`src/design/mxh64_pkg.sv`:
```
package mxh64_pkg;

  localparam logic [63:0] HashMul   = 64'hc6a4a7935bd1e995;
  localparam int unsigned HashShift = 47;
  localparam logic [31:0] HashMulLo = HashMul[31:0];
  localparam logic [31:0] HashMulHi = HashMul[63:32];

  // configuration register indexes
  localparam logic [7:0] REG_SEED       = 8'd0;
  localparam logic [7:0] REG_BIG_ENDIAN = 8'd1;

  typedef struct packed {
    logic        start;
    logic [63:0] operand;
  } mul_req_t;

  typedef struct packed {
    logic        done;
    logic [63:0] product;
  } mul_rsp_t;

  function automatic logic [63:0] swap_bytes(input logic [63:0] v);
    logic [63:0] r;
    for (int i = 0; i < 8; i++) begin
      r[8*i +: 8] = v[8*(7-i) +: 8];
    end
    return r;
  endfunction

  function automatic logic [63:0] xorshift(input logic [63:0] v);
    return v ^ (v >> HashShift);
  endfunction

endpackage

```
`src/design/mxh64_mul.sv`:
```
// low 64 bits of operand * HashMul, one 32x32 partial product per cycle
module mxh64_mul import mxh64_pkg::*; (
  input  logic     clk_i,
  input  logic     rst_ni,
  input  mul_req_t req_i,
  output mul_rsp_t rsp_o
);

  localparam logic [1:0] StepLoLo = 2'd0;
  localparam logic [1:0] StepHiLo = 2'd1;
  localparam logic [1:0] StepLoHi = 2'd2;

  logic [63:0] a_q, a_d;
  logic [63:0] acc_q, acc_d;
  logic [1:0]  step_q, step_d;
  logic        busy_q, busy_d;
  logic        done_q, done_d;
  logic [31:0] op_x, op_y;
  logic [63:0] prod;

  // single shared multiplier
  always_comb begin
    op_x = req_i.operand[31:0];
    op_y = HashMulLo;
    if (!req_i.start) begin
      unique case (step_q)
        StepHiLo: op_x = a_q[63:32];
        StepLoHi: begin
          op_x = a_q[31:0];
          op_y = HashMulHi;
        end
        default: op_x = a_q[31:0];
      endcase
    end
  end

  assign prod = {32'd0, op_x} * {32'd0, op_y};

  always_comb begin
    a_d    = a_q;
    acc_d  = acc_q;
    step_d = step_q;
    busy_d = busy_q;
    done_d = 1'b0;
    if (req_i.start) begin
      a_d    = req_i.operand;
      acc_d  = prod;
      step_d = StepHiLo;
      busy_d = 1'b1;
    end else if (busy_q) begin
      acc_d = acc_q + {prod[31:0], 32'd0};
      if (step_q == StepLoHi) begin
        busy_d = 1'b0;
        done_d = 1'b1;
        step_d = StepLoLo;
      end else begin
        step_d = StepLoHi;
      end
    end
  end

  always_ff @(posedge clk_i or negedge rst_ni) begin
    if (!rst_ni) begin
      step_q <= StepLoLo;
      busy_q <= 1'b0;
      done_q <= 1'b0;
    end else begin
      step_q <= step_d;
      busy_q <= busy_d;
      done_q <= done_d;
    end
  end

  always_ff @(posedge clk_i) begin
    a_q   <= a_d;
    acc_q <= acc_d;
  end

  assign rsp_o.done    = done_q;
  assign rsp_o.product = acc_q;

endmodule

```
`src/design/multiply_xorshift_hash64.sv`:
```
// a full block takes three multiplies by the hash constant on the shared 32x32 multiplier, and the
// next transaction is taken only once the sequencer is back in idle; a last item adds two finalize
// multiplies before its hash appears (a partial tail skips the key mixing and takes only those);
// reset clears seed, byte order, running hash and control; the output register lets a new
// transaction in while a hash waits
module multiply_xorshift_hash64 import mxh64_pkg::*; (
  input  logic        clk_i,
  input  logic        rst_ni,
  // configuration
  input  logic        cfg_we_i,
  input  logic [7:0]  cfg_index_i,
  input  logic [63:0] cfg_data_i,
  // input words
  input  logic        in_valid_i,
  output logic        in_stall_o,
  input  logic        first_i,
  input  logic        last_i,
  input  logic [31:0] total_length_i,
  input  logic [63:0] data_word_i,
  input  logic [3:0]  byte_count_i,
  // hash results
  output logic        out_valid_o,
  input  logic        out_stall_i,
  output logic [63:0] hash_value_o
);

  // one-hot sequencer, one state per multiply in flight
  typedef enum logic [6:0] {
    ST_IDLE = 7'b0000001, // waiting for a word
    ST_KEY1 = 7'b0000010, // k * M
    ST_KEY2 = 7'b0000100, // (k ^ k>>47) * M
    ST_HASH = 7'b0001000, // (h ^ k) * M
    ST_FIN1 = 7'b0010000, // h * M
    ST_FIN2 = 7'b0100000, // (h ^ h>>47) * M
    ST_EMIT = 7'b1000000  // final xorshift into the output register
  } state_e;

  state_e      state_q, state_d;
  logic [63:0] seed_q;
  logic        big_endian_q;
  logic [63:0] hash_q, hash_d;   // running hash
  logic        last_q, last_d;
  logic        out_valid_q, out_valid_d;
  logic [63:0] out_hash_q, out_hash_d;
  mul_req_t    mul_req;
  mul_rsp_t    mul_rsp;

  // helpers for the word arriving in idle
  logic [63:0] start_hash;
  logic [63:0] tail_mask;
  logic        full_block;

  assign start_hash = first_i ? (seed_q ^ ({32'd0, total_length_i} | HashMul)) : hash_q;
  assign tail_mask  = (64'd1 << {byte_count_i[2:0], 3'b000}) - 64'd1;
  // byte counts of 8 and above count as a whole block
  assign full_block = !last_i || (byte_count_i >= 4'd8);

  mxh64_mul u_mul (
    .clk_i  (clk_i),
    .rst_ni (rst_ni),
    .req_i  (mul_req),
    .rsp_o  (mul_rsp)
  );

  always_comb begin
    state_d         = state_q;
    hash_d          = hash_q;
    last_d          = last_q;
    out_valid_d     = out_valid_q && out_stall_i;
    out_hash_d      = out_hash_q;
    mul_req.start   = 1'b0;
    mul_req.operand = mul_rsp.product;

    unique case (state_q)
      ST_IDLE: begin
        if (in_valid_i) begin
          last_d        = last_i;
          mul_req.start = 1'b1;
          if (full_block) begin
            hash_d          = start_hash;
            mul_req.operand = big_endian_q ? swap_bytes(data_word_i) : data_word_i;
            state_d         = ST_KEY1;
          end else begin
            // partial tail goes straight in, then finalize
            hash_d          = start_hash ^ (data_word_i & tail_mask);
            mul_req.operand = start_hash ^ (data_word_i & tail_mask);
            state_d         = ST_FIN1;
          end
        end
      end
      ST_KEY1: begin
        if (mul_rsp.done) begin
          mul_req.start   = 1'b1;
          mul_req.operand = xorshift(mul_rsp.product);
          state_d         = ST_KEY2;
        end
      end
      ST_KEY2: begin
        if (mul_rsp.done) begin
          hash_d          = hash_q ^ mul_rsp.product;
          mul_req.start   = 1'b1;
          mul_req.operand = hash_q ^ mul_rsp.product;
          state_d         = ST_HASH;
        end
      end
      ST_HASH: begin
        if (mul_rsp.done) begin
          hash_d = mul_rsp.product;
          if (last_q) begin
            mul_req.start   = 1'b1;
            mul_req.operand = mul_rsp.product;
            state_d         = ST_FIN1;
          end else begin
            state_d = ST_IDLE;
          end
        end
      end
      ST_FIN1: begin
        if (mul_rsp.done) begin
          mul_req.start   = 1'b1;
          mul_req.operand = xorshift(mul_rsp.product);
          state_d         = ST_FIN2;
        end
      end
      ST_FIN2: begin
        if (mul_rsp.done) begin
          state_d = ST_EMIT;
        end
      end
      ST_EMIT: begin
        // multiplier output holds until the output register frees up
        if (!out_valid_q || !out_stall_i) begin
          hash_d      = xorshift(mul_rsp.product);
          out_hash_d  = xorshift(mul_rsp.product);
          out_valid_d = 1'b1;
          state_d     = ST_IDLE;
        end
      end
      default: state_d = ST_IDLE;
    endcase
  end

  always_ff @(posedge clk_i or negedge rst_ni) begin
    if (!rst_ni) begin
      state_q      <= ST_IDLE;
      seed_q       <= 64'd0;
      big_endian_q <= 1'b0;
      hash_q       <= 64'd0;
      last_q       <= 1'b0;
      out_valid_q  <= 1'b0;
    end else begin
      state_q     <= state_d;
      hash_q      <= hash_d;
      last_q      <= last_d;
      out_valid_q <= out_valid_d;
      // register writes, unknown indexes dropped
      if (cfg_we_i && (cfg_index_i == REG_SEED)) begin
        seed_q <= cfg_data_i;
      end
      if (cfg_we_i && (cfg_index_i == REG_BIG_ENDIAN)) begin
        big_endian_q <= cfg_data_i[0];
      end
    end
  end

  always_ff @(posedge clk_i) begin
    out_hash_q <= out_hash_d;
  end

  assign in_stall_o   = (state_q != ST_IDLE);
  assign out_valid_o  = out_valid_q;
  assign hash_value_o = out_hash_q;

endmodule

```
`config.mk`:
```
export PLATFORM = sky130hd
export DESIGN_NAME = multiply_xorshift_hash64
export DESIGN_NICKNAME = d
export VERILOG_FILES = /design/src/design/mxh64_pkg.sv /design/src/design/mxh64_mul.sv /design/src/design/multiply_xorshift_hash64.sv
export SDC_FILE = /design/constraint.sdc
export NUM_CORES = 2
export LEC_CHECK = 0
export BUFFER_PORTS_ARGS = -buffer_cell sky130_fd_sc_hd__buf_2
export CORE_ASPECT_RATIO = 1.1
export CORE_MARGIN = 2
export CORE_UTILIZATION = 48
export DETAILED_ROUTE_END_ITERATION = 8
export GPL_TIMING_DRIVEN = 0
export PLACE_DENSITY_LB_ADDON = 0.2
export SYNTH_ARGS = -nofsm -noshare
export SYNTH_HDL_FRONTEND = slang
export SYNTH_SLANG_ARGS = --single-unit
```
`constraint.sdc`:
```
create_clock -name clk_i -period 14.8 [get_ports clk_i]
set_input_delay 2.22 -clock clk_i [delete_from_list [all_inputs] [get_ports clk_i]]
set_output_delay 2.22 -clock clk_i [all_outputs]
set_load 0.02 [all_outputs]
```
# ---- Word-level counts from Yosys, hierarchy flattened
# Index checks and enable logic that the tools add are counted.
dict set report totals {
  word_cells 98
  reg_bits 334
  output_inout_bits 66
  inputBits 179
}
dict set report classes {
  n_lt_le_gt_ge 1
  shifts 1
  bitwise_logic 5
  n_reduce_logical 16
  mul 1
  n_mux 42
  addsub 2
  eq_ne 18
}
# cell count
set op_table {}
lappend op_table {{2-to-1 mux 64 bit} 10}
lappend op_table {{2-to-1 mux 65 bit} 5}
lappend op_table {{one-hot mux 65 bit (4 select lines)} 1}
lappend op_table {{one-hot mux 64 bit (4 select lines)} 1}
lappend op_table {{XOR 64 bit} 3}
lappend op_table {{2-to-1 mux 32 bit} 4}
lappend op_table {{adder 64 bit} 1}
lappend op_table {{AND 64 bit} 1}
lappend op_table {{multiplier 32 x 32 -> 64 bit} 1}
lappend op_table {{<< shifter 1 x 6 -> 64 bit (first input constant)} 1}
lappend op_table {{subtractor 64 x 1 -> 64 bit (second input constant)} 1}
lappend op_table {{XOR 64 x 17 -> 64 bit} 1}
lappend op_table {{2-to-1 mux 7 bit} 7}
lappend op_table {{one-hot mux 7 bit (7 select lines)} 1}
lappend op_table {{2-to-1 mux 5 bit} 2}
lappend op_table {{inequality test 2 x 1 -> 1 bit (second input constant)} 5}
lappend op_table {{equality test 8 x 1 -> 1 bit (second input constant)} 1}
lappend op_table {{logical NOT 8 bit} 1}
lappend op_table {{2-to-1 mux 1 bit} 8}
lappend op_table {{equality test 7 x 1 -> 1 bit (second input constant)} 1}
lappend op_table {{equality test 7 x 2 -> 1 bit (second input constant)} 1}
lappend op_table {{equality test 7 x 3 -> 1 bit (second input constant)} 1}
lappend op_table {{equality test 7 x 4 -> 1 bit (second input constant)} 1}
lappend op_table {{equality test 7 x 5 -> 1 bit (second input constant)} 1}
lappend op_table {{17 further kinds} 26}

# ---- Depth between registers and ports, before layout
dict set report depth {
  word_depth 12
  ltp_mapped 49
  depth_no_buf 46
}

# ---- Cells and area by module
# Synthesis repeated with hierarchy kept, for this count alone.
dict set report hier_totals {
  hier_cells 4782
  hier_area_um2 46667.3
}
# module cells_each seq_area_each_um2 n_inst area_per_inst_um2
set by_module_without_submodules {}
lappend by_module_without_submodules {mxh64_mul 2952 3943.8 1 31013.5}
lappend by_module_without_submodules {multiply_xorshift_hash64 1830 5376.4 1 15653.8}

# ---- Least setup slack after synthesis
# No wires, ideal clock.
dict set report synth_path {
  path_type {input to register}
  startpoint {in byte_count_i[0]}
  endpoint {reg u_mul.acc_q[62], data pin}
  arrival_time_ns 12.304
  required_time_ns 14.539
  path_buffers 6
  setup_slack_ns 2.235
  cell_stages 45
  setup_ns 0.261
  path_cell_list {clkbuf_1 -> or3_1 -> clkbuf_1 -> clkbuf_1 -> ha_1 -> clkbuf_1 -> clkbuf_1 -> nand3_1 -> o21ai_0 -> a21oi_1 -> o211ai_1 -> nand4_1 -> o21ai_0 -> nor2_1 -> ha_1 -> fa_1 -> inv_1 -> fa_1 -> [... 9 more ...] -> clkbuf_1 -> nand4_1 -> nor3_1 -> a21oi_1 -> o21ai_0 -> nand3_1 -> nand2_1 -> xnor2_1 -> ha_1 -> a21oi_1 -> nor2_1 -> or3_1 -> o22ai_1 -> a21oi_1 -> and3_1 -> o21ai_0 -> o21ai_0 -> a221o_1}
}
dict set report synth_via {
  elab_chain_len 12
  word_cells_on_any_way 14
  classes_between {add/sub (2); mul (1); order compare (1); shift (1); mux (6); bitwise (2); reduce/logical (1)}
}
# element line
set synth_rtl {}
lappend synth_rtl {{start: declaration} multiply_xorshift_hash64.sv:20} ;# input logic [3:0] byte_count_i,
lappend synth_rtl {{<< shifter 1 x 6 -> 64 bit} multiply_xorshift_hash64.sv:54} ;# assign tail_mask = (64'd1 << {byte_count_i[2:0], 3'b000}) - 64'd1;
lappend synth_rtl {{subtractor 64 x 1 -> 64 bit} multiply_xorshift_hash64.sv:54}
lappend synth_rtl {{AND 64 bit} multiply_xorshift_hash64.sv:86} ;# mul_req.operand = start_hash ^ (data_word_i & tail_mask);
lappend synth_rtl {{XOR 64 bit} multiply_xorshift_hash64.sv:86}
lappend synth_rtl {{2-to-1 mux 64 bit (*)} multiply_xorshift_hash64.sv:79} ;# if (full_block) begin
lappend synth_rtl {{2-to-1 mux 65 bit (*)} multiply_xorshift_hash64.sv:76} ;# if (in_valid_i) begin
lappend synth_rtl {{one-hot mux 65 bit (4 select lines) (*)} multiply_xorshift_hash64.sv:74} ;# unique case (state_q)
lappend synth_rtl {{2-to-1 mux 32 bit (*)} mxh64_mul.sv:25} ;# if (!req_i.start) begin
lappend synth_rtl {{multiplier 32 x 32 -> 64 bit (*)} mxh64_mul.sv:37} ;# assign prod = {32'd0, op_x} * {32'd0, op_y};
lappend synth_rtl {{adder 64 bit} mxh64_mul.sv:51} ;# acc_d = acc_q + {prod[31:0], 32'd0};
lappend synth_rtl {{2-to-1 mux 64 bit} mxh64_mul.sv:50} ;# end else if (busy_q) begin
lappend synth_rtl {{2-to-1 mux 64 bit (*)} mxh64_mul.sv:45} ;# if (req_i.start) begin
lappend synth_rtl {{named net u_mul.acc_d[62]} mxh64_mul.sv:14} ;# logic [63:0] acc_q, acc_d;
lappend synth_rtl {{end signal: assignment} mxh64_mul.sv:76} ;# acc_q <= acc_d;
lappend synth_rtl {{end: declaration} mxh64_mul.sv:14}
# Mark *: on every way through the listed nets, which the timed path passes. The rest lies on a longest branch. The select of a mux whose other input is x is not followed.
# A chain may end at the register's enable or synchronous reset.

==> results.md <==
- The flow ran to the end, and the final reports show no timing, DRC or antenna violations.
- The final critical path takes up 97.0% of the cycle.
- The post-route netlist has under 10% of its cells at a drive strength greater than 1.
- The path type of the worst setup path is in -> reg.
- The Yosys step of the flow raised 0 warnings.
- A synthesized cell averages between 9 and 10 sq um.
- The detail route stage leaves a number of antenna-violating nets equal to 0.
- The largest fanout on the critical path is 10.
- The largest single stage delay on the critical path is roughly 0.7 ns.
- The worst register-to-register path begins at state_q[4].
- The post-CTS clock slew at the launch and capture registers of the worst setup and hold paths is 0.06 ns.
- Of all flip-flops after synthesis, the portion carrying an async set or reset was approximately 43%.
- The H-tree generated during clock tree synthesis spans 2 levels.
- The number of nets in the synthesized netlist is a little over 6000.
- At the pin with the least slew margin, the transition time is roughly 1.5 ns.
- The placer's final routability congestion estimate is around 1.
- The number of primary I/O pins is between 200 and 250.
- The largest individual stage delay along the critical path comes from the cell sky130_fd_sc_hd__o21ai_1.
- The initial antenna violation count is 15.
- TritonCTS built the clock tree.
- The count of buffers inserted at the top-level ports is 224.
- In this run the tightest slew margin relative to its limit is ~1.8%.
- The count of placed standard cells in the final layout, fillers left out is approximately 6500.
- Counting instances in the post-synthesis netlist gives the leading cell types as sky130_fd_sc_hd__inv_1 (887), sky130_fd_sc_hd__fa_1 (647), sky130_fd_sc_hd__ha_1 (421).
- Counting every sink on the clock net gives between 300 and 400.
- The largest total area in the synthesized netlist belongs to sky130_fd_sc_hd__fa_1.
- The largest net degree at the start of global routing is between 70 and 80.
- Across all hold checks on the routed design, the worst slack comes to ~0.51 ns.
- The first-pass GRT wire length is ~270000 microns.
- The vias after detailed routing is approximately 39000.
- The most instantiated flip-flop cell in the synthesis netlist is sky130_fd_sc_hd__edfxtp_1.
- The number of buffers created by CTS is 38.
- The buffer type at the clock tree root is sky130_fd_sc_hd__clkbuf_16.
- The final net count is around 6500.
- The final-report setup violation count is 0.
- The placement row count is 119.
- Buffers added to address setup during post-CTS repair amount to 0.
- The placeable core region is around 96000 sq um.
- Sequential cells were found to cover between 20% and 30% of the synthesized design area.
- For this block, the routed nets add up to 191000 microns of wire.
- Synthesis produced 4936 cells.
- The most frequent cell after synthesis is sky130_fd_sc_hd__inv_1.
- The clock tree skew after final layout is about 0.039 ns.
- The distinct cell type count after synthesis is 82.
- Including well taps, the total number of placed cells is between 6000 and 7000.
- The die is about 330 microns tall.
- The slack of the worst reg-to-reg path is 1.10 ns.
- After detailed routing, the number of remaining DRC violations is 0.
- The die footprint is ~99000 sq um.
- At the worst endpoint, the required time is 15.11 ns.
- Sorting the synthesized cells by area gives the leading types as sky130_fd_sc_hd__fa_1 (28%), sky130_fd_sc_hd__edfxtp_1 (12%), sky130_fd_sc_hd__ha_1 (11%), sky130_fd_sc_hd__dfrtp_1 (7.6%), sky130_fd_sc_hd__inv_1 (7.2%).
- The number of optimization iterations in the first detailed-route pass is 6.
- Clock latency on the worst-skew pair, taken at its later pin, is just under 0.6 ns.
- Compared with the post-synthesis result, the final layout area differs by 9.26%.
- The worst setup path is launched from a primary input.
- The proportion of netlist area held by the largest area contributor is between 20% and 30%.
- The initial utilization of the core area, before any placement, comes to between 40% and 50%.
- The total global-route track usage is between 30% and 40%.
- The count of pins over their slew limit is 0.
- The worst hold path begins at seed_q[37].
- The count of endpoints failing hold in the final timing report is 0.
- Subtracting the final worst setup slack from the clock period gives 14.36 ns.
- The startpoint of the most critical setup path is last_i.
- Synthesis inferred about 330 register bits.
- For hold timing, the worst endpoint is seed_q[37].
- The worst hold path belongs to the class reg -> reg.
- Setup repair after global routing left no endpoint under its margin.
- At the worst endpoint, the arrival time is 14.67 ns.
- The tool flagged a number of max-cap violations equal to 0.
- After routing, the total negative slack on setup checks comes to 0 ns.
- The clock passes through at most 3 buffers.
- The detailed placer's ending HPWL is around 160000 microns.
- Once layout is complete, the utilization of the core stands at 52.9%.
- The violation count after the first detailed-routing iteration is around 4700.
- The width of the die is about 300 microns.
- For the worst flop-to-flop path, the logic depth is 41.
- Counting instances, the worst hold path has a depth of 1.
- The fmax is just under 70 MHz.
- The worst flop-to-flop path endpoint is u_mul.acc_q[63].
- The number of global-route vias before repair is around 39000.
- The mapped cell area is around 46000 sq um.
- The capturing element type of the critical path is a register.
- Yosys mapped a number of flops with a built-in enable equal to roughly 190.
- The routed wirelength normalized by instance count is 29.3 microns.
- The ratio of routed vias to standard cells is ~6.0.
- For this run the aggregate overflow at the end of global routing stands at 0.
==> per-stage QoR <==
step	cell area, sq um	worst slack (ns)
floorplan	46200	2.23
global placement	49000	-1.40
detailed placement	49200	-0.532
CTS	50500	0.0385
global route	50500	0.0160
finish	50500	0.439
==> layer usage <==
metal  global-route usage, %  wire length (microns)  vias up  share of wire, %
met1                    53.7                  77600    19766                41
li1                        -                      -    16917                 -
met2                    56.9                  81500     2221                43
met3                    11.7                  22500      400                12
met5                       0                     80        -             0.042
met4                    15.7                   9080       12               4.8
==> critical path, delay by kind of cell <==
kind            cells  cell delay, ns
buf+inv            11            2.08
fa+ha+maj          10            4.83
simple gates       10            2.46
compound gates      7            2.45
xor+xnor            1            0.60
==> repair_timing <==
item                       CTS  global route
hold endpoints to repair     0             0
setup endpoints to repair    0             9
resized for setup            0            17
hold buffers                 0             0
==> how the worst max path moves through the flow <==
stage	endpoint	slack [ns]
after global placement	u_mul.acc_q[63]	-1.40
after detailed placement	u_mul.acc_q[63]	-0.53
after CTS	u_mul.acc_q[63]	0.04
after floorplan	u_mul.acc_q[62]	2.23
after global routing	u_mul.acc_q[63]	0.02
final	u_mul.acc_q[63]	0.44
==> area by class of cell <==
type	instances	area, sq um
Fill cell	9018	45100
Clock inverter	22	285
Antenna cell	4	10.0
Buffer	237	953
Inverter	892	3350
Sequential cell	334	9320
Multi-Input combinational cell	3472	32700
Clock buffer	47	1000
Tap cell	1270	1590
Timing Repair Buffer	233	1300
==> cell usage in the layout (no fill, tap or decap), types with 123 or more instances in the layout <==
cell                       instances
sky130_fd_sc_hd__a21oi_1         302
sky130_fd_sc_hd__inv_1           886
sky130_fd_sc_hd__fa_1            647
sky130_fd_sc_hd__nand2_1         329
sky130_fd_sc_hd__dfrtp_1         141
sky130_fd_sc_hd__edfxtp_1        192
sky130_fd_sc_hd__o21ai_0         382
sky130_fd_sc_hd__buf_2           259
sky130_fd_sc_hd__clkbuf_1        178
sky130_fd_sc_hd__nor2_1          282
sky130_fd_sc_hd__xnor2_1         123
sky130_fd_sc_hd__ha_1            420
==> cell families after synthesis <==
family | count (synthesis) | share of synthesized area (%)
mux | 166 | 3.79
simple gates | 905 | 8.86
other cells | 1 | 0.00811
fa+ha+maj | 1068 | 39.4
compound gates | 1130 | 14.7
buf+inv | 1130 | 9.30
flops | 334 | 20.2
xor+xnor | 202 | 3.83
==> sequential cells by signal, summed over array words and instances, names as in the netlist <==
signal and cells:
last_q 1, hash_q 64, hash_value_o 64, big_endian_q 1
u_mul.acc_q 64, out_valid_o 1, u_mul.done_q 1, u_mul.busy_q 1
state_q 7, u_mul.step_q 2, seed_q 64, u_mul.a_q 64
Power is not shown: default switching activity piles up to over one toggle a cycle in this logic, so the estimate is an artifact.
